### config.mk
export PLATFORM = sky130hd
export DESIGN_NAME = header_checksum_frame_sync_core
export DESIGN_NICKNAME = d
export VERILOG_FILES = /design/src/rtl/hcfs_pkg.sv /design/src/rtl/header_checksum_frame_sync_core.sv /design/src/rtl/hcfs_match.sv
export VERILOG_INCLUDE_DIRS = /design/src /design/src/rtl
export SDC_FILE = /design/constraint.sdc
export NUM_CORES = 1
export LEC_CHECK = 0
export ABC_AREA = 1
export BUFFER_PORTS_ARGS = -buffer_cell sky130_fd_sc_hd__buf_2
export CORE_ASPECT_RATIO = 1.2
export CORE_MARGIN = 2
export CORE_UTILIZATION = 29
export DETAILED_ROUTE_END_ITERATION = 16
export PLACE_DENSITY = 0.42
export SKIP_CTS_REPAIR_TIMING = 1
export SYNTH_ARGS = -nofsm -noshare
export SYNTH_HDL_FRONTEND = slang
export SYNTH_HIERARCHICAL = 1
export SYNTH_SLANG_ARGS = --single-unit
### constraint.sdc
create_clock -name clk -period 5.4 [get_ports clk]
set_clock_uncertainty 0.2 [all_clocks]
set_input_delay 0.54 -clock clk [delete_from_list [all_inputs] [get_ports clk]]
set_output_delay 0.54 -clock clk [all_outputs]
set_load 0.02 [all_outputs]
### src/rtl/header_checksum_frame_sync_core_defines.svh
// assertion helpers for the frame sync core, clocked on clk and held off by rst_n
`ifndef HEADER_CHECKSUM_FRAME_SYNC_CORE_DEFINES_SVH
`define HEADER_CHECKSUM_FRAME_SYNC_CORE_DEFINES_SVH

// same-cycle implication
`define HCFS_ASSERT_IMP(lbl, ante, cons, msg) \
    lbl: assert property (@(posedge clk) disable iff (!rst_n) (ante) |-> (cons)) \
        else $error(msg);

// next-cycle implication
`define HCFS_ASSERT_NXT(lbl, ante, cons, msg) \
    lbl: assert property (@(posedge clk) disable iff (!rst_n) (ante) |=> (cons)) \
        else $error(msg);

`endif

### src/rtl/hcfs_pkg.sv
package hcfs_pkg;

    localparam int unsigned HELD_DEPTH = 7;
    localparam int unsigned FILL_W     = $clog2(HELD_DEPTH + 1);
    localparam int unsigned CFG_IDX_W  = 8;

    localparam logic [7:0] HDR_FIRST_RESET  = 8'hAA;
    localparam logic [7:0] HDR_SECOND_RESET = 8'hBB;

    localparam logic [FILL_W-1:0] FILL_FULL = FILL_W'(HELD_DEPTH);

    typedef enum logic [CFG_IDX_W-1:0] {
        REG_HEADER_FIRST  = 8'd0,
        REG_HEADER_SECOND = 8'd1
    } cfg_reg_t;

    typedef logic [7:0] byte_t;

    typedef struct packed {
        logic        hit;
        logic [15:0] first_word;
        logic [15:0] second_word;
        logic [15:0] check_word;
    } match_t;

endpackage

### src/rtl/header_checksum_frame_sync_core.sv
// byte-serial frame finder with a two-byte header and an additive check word
//
// s_tdata carries one received byte per item. the block keeps the last seven
// bytes; with the current byte they form an eight-byte window. when the window
// starts with the configured header pair and its last word equals the 16-bit
// sum of the two data words, one result item leaves on m_tdata and all eight
// bytes are dropped, otherwise the window slides by one byte.
// cfg_valid/cfg_index/cfg_data write header_first (index 0) and header_second
// (index 1); other indexes are ignored. cfg_ready is always high.
// a result appears on m_tvalid in the cycle after the byte that completes the
// frame. throughput: one byte per cycle while s_tready is high, set by the single
// window register update.
// reset clears the byte count and output valid and loads the headers with
// 0xaa and 0xbb. a stalled receiver holds the result in the output register;
// bytes keep flowing unless the window is full and could complete another
// frame, in which case s_tready drops until the result is taken.
`include "header_checksum_frame_sync_core_defines.svh"

module header_checksum_frame_sync_core (
    input  logic                            clk,
    input  logic                            rst_n,
    input  logic                            s_tvalid,
    output logic                            s_tready,
    input  logic [7:0]                      s_tdata,     // rx_byte
    output logic                            m_tvalid,
    input  logic                            m_tready,
    output logic [47:0]                     m_tdata,     // first_word, second_word, check_word
    input  logic                            cfg_valid,
    output logic                            cfg_ready,
    input  logic [hcfs_pkg::CFG_IDX_W-1:0]  cfg_index,
    input  logic [7:0]                      cfg_data
);
    import hcfs_pkg::*;

    byte_t             window_reg [HELD_DEPTH];
    byte_t             window_next [HELD_DEPTH];
    logic [FILL_W-1:0] fill_reg;
    logic [FILL_W-1:0] fill_next;
    byte_t             hdr_first_reg;
    byte_t             hdr_second_reg;
    logic              out_valid_reg;
    logic [47:0]       out_data_reg;
    match_t            match;
    logic              in_accept;
    logic              window_full;
    logic              frame_hit;

    hcfs_match u_match (
        .window        (window_reg),
        .cur_byte      (s_tdata),
        .header_first  (hdr_first_reg),
        .header_second (hdr_second_reg),
        .result        (match)
    );

    assign window_full = (fill_reg == FILL_FULL);
    // after a frame the next seven bytes cannot make a result, so they pass a stalled output
    assign s_tready    = !out_valid_reg || m_tready || !window_full;
    assign in_accept   = s_tvalid && s_tready;
    assign frame_hit   = in_accept && window_full && match.hit;
    assign cfg_ready   = 1'b1;
    assign m_tvalid    = out_valid_reg;
    assign m_tdata     = out_data_reg;

    always_ff @(posedge clk or negedge rst_n)
    begin
        if (!rst_n)
        begin
            hdr_first_reg  <= HDR_FIRST_RESET;
            hdr_second_reg <= HDR_SECOND_RESET;
        end
        else if (cfg_valid)
        begin
            unique case (cfg_index)
                REG_HEADER_FIRST:  hdr_first_reg  <= cfg_data;
                REG_HEADER_SECOND: hdr_second_reg <= cfg_data;
                default:           ;
            endcase
        end
    end

    always_comb
    begin
        window_next = window_reg;
        fill_next   = fill_reg;
        if (in_accept)
        begin
            if (!window_full)
            begin
                for (int k = 0; k < HELD_DEPTH; k++)
                begin
                    if (fill_reg == FILL_W'(k))
                        window_next[k] = s_tdata;
                end
                fill_next = fill_reg + 1'b1;
            end
            else if (match.hit)
            begin
                fill_next = '0;
            end
            else
            begin
                for (int k = 0; k < HELD_DEPTH - 1; k++)
                    window_next[k] = window_reg[k + 1];
                window_next[HELD_DEPTH - 1] = s_tdata;
            end
        end
    end

    always_ff @(posedge clk or negedge rst_n)
    begin
        if (!rst_n)
            fill_reg <= '0;
        else
            fill_reg <= fill_next;
    end

    // window bytes are always written before they are read
    always_ff @(posedge clk)
    begin
        window_reg <= window_next;
    end

    always_ff @(posedge clk or negedge rst_n)
    begin
        if (!rst_n)
            out_valid_reg <= 1'b0;
        else if (frame_hit)
            out_valid_reg <= 1'b1;
        else if (m_tready)
            out_valid_reg <= 1'b0;
    end

    always_ff @(posedge clk)
    begin
        if (frame_hit)
            out_data_reg <= {match.check_word, match.second_word, match.first_word};
    end

    `HCFS_ASSERT_NXT(a_hit_loads_output, frame_hit, out_valid_reg && (fill_reg == '0),
        "frame did not load the output or reset the byte count")
    `HCFS_ASSERT_IMP(a_stall_only_when_full, !s_tready,
        out_valid_reg && !m_tready && window_full,
        "input stalled without a pending result and a full window")
    `HCFS_ASSERT_NXT(a_fill_counts_up, in_accept && !window_full,
        fill_reg == $past(fill_reg) + 1'b1,
        "byte count did not advance while filling")
    `HCFS_ASSERT_IMP(a_no_overwrite, frame_hit, !out_valid_reg || m_tready,
        "result overwritten before it was taken")

endmodule

### src/rtl/hcfs_match.sv
module hcfs_match (
    input  hcfs_pkg::byte_t  window [hcfs_pkg::HELD_DEPTH],
    input  hcfs_pkg::byte_t  cur_byte,
    input  hcfs_pkg::byte_t  header_first,
    input  hcfs_pkg::byte_t  header_second,
    output hcfs_pkg::match_t result
);
    import hcfs_pkg::*;

    logic [15:0] w0;
    logic [15:0] w1;
    logic [15:0] chk;
    logic [15:0] sum;

    assign w0  = {window[2], window[3]};
    assign w1  = {window[4], window[5]};
    assign chk = {window[6], cur_byte};
    // sum wraps at 16 bits
    assign sum = w0 + w1;

    always_comb
    begin
        result.hit         = (window[0] == header_first) && (window[1] == header_second)
                             && (chk == sum);
        result.first_word  = w0;
        result.second_word = w1;
        result.check_word  = chk;
    end

endmodule

==> results of run 1 <==
==> layout make-up <==
class	count	area (sq um)
Clock buffer	18	429
Sequential cell	124	3640
Multi-Input combinational cell	431	2100
Timing Repair Buffer	81	415
Tap cell	274	343
Inverter	69	259
Clock inverter	14	193
Fill cell	2188	14200
==> stage by stage <==
step | util [%] | area, sq um | setup slack (ps)
floorplan | - | 6390 | 776
global placement | 31.2 | 6750 | 1580
detailed placement | 31.2 | 6750 | 1350
CTS | 34.1 | 7370 | 1360
global route | 34.1 | 7380 | 1150
finish | 34.1 | 7380 | 1460
==> placed cells by master (no fill, tap or decap), drive strengths merged, types with 2 or more instances in the layout <==
cell type,instances
clkbuf,18
xor2,11
nand3b,4
buf,80
nor2,53
nand4,3
ha,21
nand3,20
nand2,280
inv,72
o21ai,3
dfstp,10
dfrtp,10
a21oi,19
o21bai,2
bufinv,4
clkinv,5
clkinvlp,2
or2,4
edfxtp,104
xnor2,5
==> worst max path at each step <==
stage / start / end / slack (ps) / depth (start not counted)
after detailed placement: window_reg[8] / m_tdata[1] / 1350 / 16
final: window_reg[8] / m_tdata[20] / 1460 / 16
after global placement: window_reg[8] / m_tdata[12] / 1580 / 15
after global routing: window_reg[8] / m_tdata[40] / 1150 / 16
after floorplan: window_reg[8] / m_tdata[0] / 780 / 15
after CTS: window_reg[8] / m_tdata[20] / 1360 / 16
==> critical path, cell delays in order (launching register included) <==
cell      delay, ps
edfxtp_1        410
ha_1            260
fa_1            410
nand2_2         120
nand2_4          80
nand3_1         100
nand2_1          50
nor2_1          100
nand2_1          60
nor2_1           90
nand3_1          80
nor2_1          110
nand3_1         100
nor2_1          170
nand2_1         150
nor2_4          660
buf_4           430
==> logic make-up after synthesis <==
family | count (synthesis) | synth area share, %
DFF | 124 | 56.9
other | 1 | 0.0587
adders and majority gates | 22 | 4.43
xor gates and xnor gates | 17 | 2.57
AOI/OAI and AO/OA | 26 | 2.29
buffers and inverters | 124 | 10.3
and+or+nand+nor | 365 | 23.5
==> power by group through the flow <==
stage               logic, mW  registers [mW]  clock network, mW
floorplan               0.512            1.24                  0
global placement        0.625            1.27                  0
detailed placement      0.624            1.27                  0
CTS                     0.627            1.25               1.24
global route            0.716            1.26               1.28
finish                  0.620            1.25               1.21
==> metal layers <==
metal  share of wire [%]  vias to the layer above  global-route usage, %
met5                   0                        -                      0
met4                 1.7                        0                   5.14
met1                  46                     2030                   17.3
li1                    -                     2216                      -
met3                 4.1                       18                   3.65
met2                  48                       91                   22.6
==> flow_summary.json, run 1 <==
{
  "numClockSinks": 124,
  "period_share_pct": 73.0,
  "core_sq_um": 21600,
  "io_buffer_count": 78,
  "synth_cell_types": 36,
  "worstHoldStart": "cfg_data[3]",
  "ys_warn_count": 6,
  "cp.required_ps": 5290,
  "power.switching_mw": 0.919,
  "syn_inst": 679,
  "p_total_mw": 3.08,
  "hold_end": "hdr_first_reg[3]",
  "yosysMostFrequentCell": "nand2_1",
  "crit_fanout": 27,
  "r2r_start": "window_reg[8]",
  "clkSlewWorstSetupHoldPaths_ps": 60,
  "cts_tree": "built",
  "area_growth_pct": 15.6,
  "final_nets": 775,
  "leakage_nw": 3.29,
  "netlist.area_leader.share_pct": 48.9,
  "r2r_slack_ps": 1460,
  "setup_viol": 0,
  "drt_wl_total_um": 15300,
  "largest_reg_flops": 56,
  "tightestPinTransition_ps": 1070,
  "final_cells": 1011,
  "dp_cells": 978,
  "track_usage_pct": 13.7,
  "rr_worst_depth": 16,
  "wl_per_cell_um": 15.1,
  "hp-class": "in2reg",
  "gp_congestion": 0.835,
  "clkPwrFrac_pct": 39.2,
  "slew_viol_final": 0,
  "start_kind": "flop",
  "r2r_end": "m_tdata[20]",
  "hold_viol_final": 0,
  "slew_headroom_pct": 28.5,
  "cts_made_buffers": 17,
  "antenna_found_initial": 0,
  "die_height_um": 167,
  "clock-root-buffer": "clkbuf_16",
  "grt_pass1_wl_um": 24300,
  "grt_max_degree": 57,
  "max_freq_mhz": 254,
  "grt_overflow": 0,
  "grt_pass1_vias": 4454,
  "drt_iter0_markers": 205,
  "ys_ff_latch": 124,
  "async_flop_share_pct": 16.1,
  "setup-tns-final_ps": 0,
  "holdWs_ps": 131,
  "rsz0062_at_grt": "false",
  "synth_edf_count": 104,
  "syn_area_sq_um": 6390,
  "arrival_ps": 3830,
  "max_cap_violations": 0,
  "combPwrFrac_pct": 20.1,
  "insertion_delay_ps": 430,
  "row_count": 59,
  "first_pass_iters": 4,
  "io_pins": 80,
  "drc": 0,
  "design.die.area_sq_um": 23200,
  "critical_path_class": "reg2reg",
  "ys_seq_area_share_pct": 56.9,
  "pwr_density_cell_nw_per_um2": 417,
  "antenna_left": 0,
  "routed_via_density": 4.31,
  "vias": 4355,
  "p_seq_share_pct": 40.6,
  "synth_top_flop_cell": "edfxtp_1",
  "drive_gt1_share_pct": 19.3,
  "antenna_cells": 0,
  "hold_depth": 3,
  "ys_top_cells_by_count": "274 x nand2_1, 104 x edfxtp_1, 66 x inv_1",
  "ctsLongestPathBuffers": 2,
  "die_w_um": 139,
  "period_minus_slack_ps": 3940,
  "critPathCaptureType": "flop",
  "avgSynthCellArea_sq_um": 9.41,
  "dpl.hpwl_um": 11400,
  "netSwitchingFraction_pct": 29.9,
  "start_util_pct": 29.5,
  "status": "completed",
  "p_int_mw": 2.16,
  "htree_levels": 4,
  "synth.area.top_cells": "edfxtp_1 49%, nand2_1 16%, buf_4 5.8%",
  "yosys.area.top_type": "edfxtp_1",
  "ir_worst_vdd_mv": 0.212,
  "synth_nets": 730
}
No activity file was read; power rests on OpenSTA's default activity.
==> run 2, diff against run 1 <==
==> constraint.sdc (replaced) <==
create_clock -name clk -period 3.95 [get_ports clk]
set_clock_uncertainty 0.2 [all_clocks]
set_input_delay 0.395 -clock clk [delete_from_list [all_inputs] [get_ports clk]]
set_output_delay 0.395 -clock clk [all_outputs]
set_load 0.02 [all_outputs]
==> flow_summary.json, run 2 (synthesis gave the netlist of run 1 again) <==
{
  "status": "completed",
  "gr-usage-met2_pct": 22.7,
  "start_util_pct": 29.5,
  "rsz0062_at_grt": "false",
  "dp_cells": 985,
  "antenna_left": 0,
  "crit_buf_inv": 1,
  "insertion_delay_ps": 420,
  "clkSlewWorstSetupHoldPaths_ps": 60,
  "final_common_cell": "nand2_1",
  "pwr_density_cell_nw_per_um2": 553,
  "htree_levels": 4,
  "layout_common_cells": "274 x nand2_1, 104 x edfxtp_1, 78 x buf_2",
  "wl_per_cell_um": 15.1,
  "final_nets": 788,
  "max_freq_mhz": 286,
  "max_cap_violations": 0,
  "slew_headroom_pct": 40.5,
  "largest_reg_flops": 56,
  "grt_overflow": 0,
  "postPlaceCellArea_sq_um": 6800,
  "crit_fanout": 24,
  "use_met3_pct": 4.14,
  "io_buffer_count": 78,
  "drive_gt1_share_pct": 19.7,
  "arrival_ps": 3380,
  "grt_pass1_wl_um": 25000,
  "ctsLongestPathBuffers": 2,
  "final_cells": 1024,
  "die_height_um": 167,
  "fin_area_sq_um": 7450,
  "setup-tns-final_ps": 0,
  "grtUsageMet1_pct": 18.0,
  "period_minus_slack_ps": 3490,
  "numClockSinks": 124,
  "drt_wl_total_um": 15500,
  "antenna_cells": 0,
  "vias": 4438,
  "slowest_delay_ps": 430,
  "path_cells": "ha_1 > fa_1 > nand2_2 > nand2_1 > nand2_1 > nand2_1 > nor2_1 > nand3_1 > nor2_1 > nand3_1 > nor2_1 > nand3_1 > nor2_1 > nand2_1 > nor2_4 > buf_4",
  "io_pins": 80,
  "hold_viol_final": 0,
  "busiest_layer": "met2",
  "cts_tree": "built",
  "p_total_mw": 4.12,
  "ir_worst_vdd_mv": 0.314,
  "cts_made_buffers": 17,
  "row_count": 59,
  "start_kind": "flop",
  "core_sq_um": 21600,
  "dpl.hpwl_um": 11700,
  "slowest_stage": "edfxtp_1",
  "drt_iter0_markers": 288,
  "gp_congestion": 0.880,
  "drc": 0,
  "first_pass_iters": 4,
  "period_share_pct": 88.4,
  "antenna_found_initial": 0,
  "cp_top_family": "simple AND/OR/NAND/NOR gates",
  "die_w_um": 139,
  "clock-root-buffer": "clkbuf_16",
  "cp.required_ps": 3840,
  "grt_max_degree": 39,
  "critical_path_class": "reg2reg",
  "setup_viol": 0,
  "area_growth_pct": 16.6,
  "slew_viol_final": 0,
  "tightestPinTransition_ps": 889,
  "grt_pass1_vias": 4490,
  "hp-class": "in2reg",
  "design.die.area_sq_um": 23200,
  "leakage_nw": 3.33,
  "routed_via_density": 4.33,
  "track_usage_pct": 14.0,
  "critPathCaptureType": "flop"
}
[run 2: changes by cell type in the layout (fill, tap and decap cells not counted)]
cell and delta:
buf_4 +7, clkbuf_1 +2, clkinv_1 -1, clkinvlp_4 +1
bufinv_16 -2, clkinv_4 +1, dlygate4sd3_1 +6, clkinv_2 -1
[run 2: worst paths after layout]
check | from | end | slack [ps] | cells past startpoint
setup / recovery | window_reg[24] | m_tdata[2] | 460 | 16
hold / removal | cfg_data[2] | hdr_first_reg[2] | 7 | 3
setup reg to reg | window_reg[24] | m_tdata[2] | 460 | 16
hold reg to reg | hdr_first_reg[5] | hdr_first_reg[5] | 270 | 2
max in group asynchronous | rst_n | hdr_second_reg[3] | 2930 | 2
min in group asynchronous | rst_n | hdr_first_reg[0] | 270 | 2
[run 2: where the power goes]
| part | leakage, nW | switching (mW) | internal [mW] |
|---|---|---|---|
| Sequential | 1.18 | 0.107 | 1.60 |
| Combinational | 1.88 | 0.556 | 0.312 |
| Clock | 0.272 | 0.604 | 0.935 |
[run 2: area by class of cell]
class	instances	area, sq um
well taps	274	343
inverters	69	259
clock inverters	12	140
repair buffers	94	528
multi-input cells	431	2100
flip-flops and latches	124	3640
fillers	2209	14200
clock buffers	20	437
[run 2: through the flow]
step	hold WS, ps	utilization [%]	setup WS (ps)
floorplan	-101	-	116
global placement	175	31.4	442
detailed placement	177	31.4	399
CTS	-276	34.1	400
global route	4.91	34.4	102
finish	7.49	34.4	457
[run 2: worst min-delay path: cells and delay by family]
kind / cells / cell delay [ps]
buffers and inverters: 1 / 90
AND/OR/NAND/NOR: 2 / 100
[run 2: metal layers]
metal / wire length (um) / up-vias
li1: - / 2234
met2: 7520 / 111
met5: 0 / -
met3: 690 / 21
met4: 280 / 0
met1: 7010 / 2072
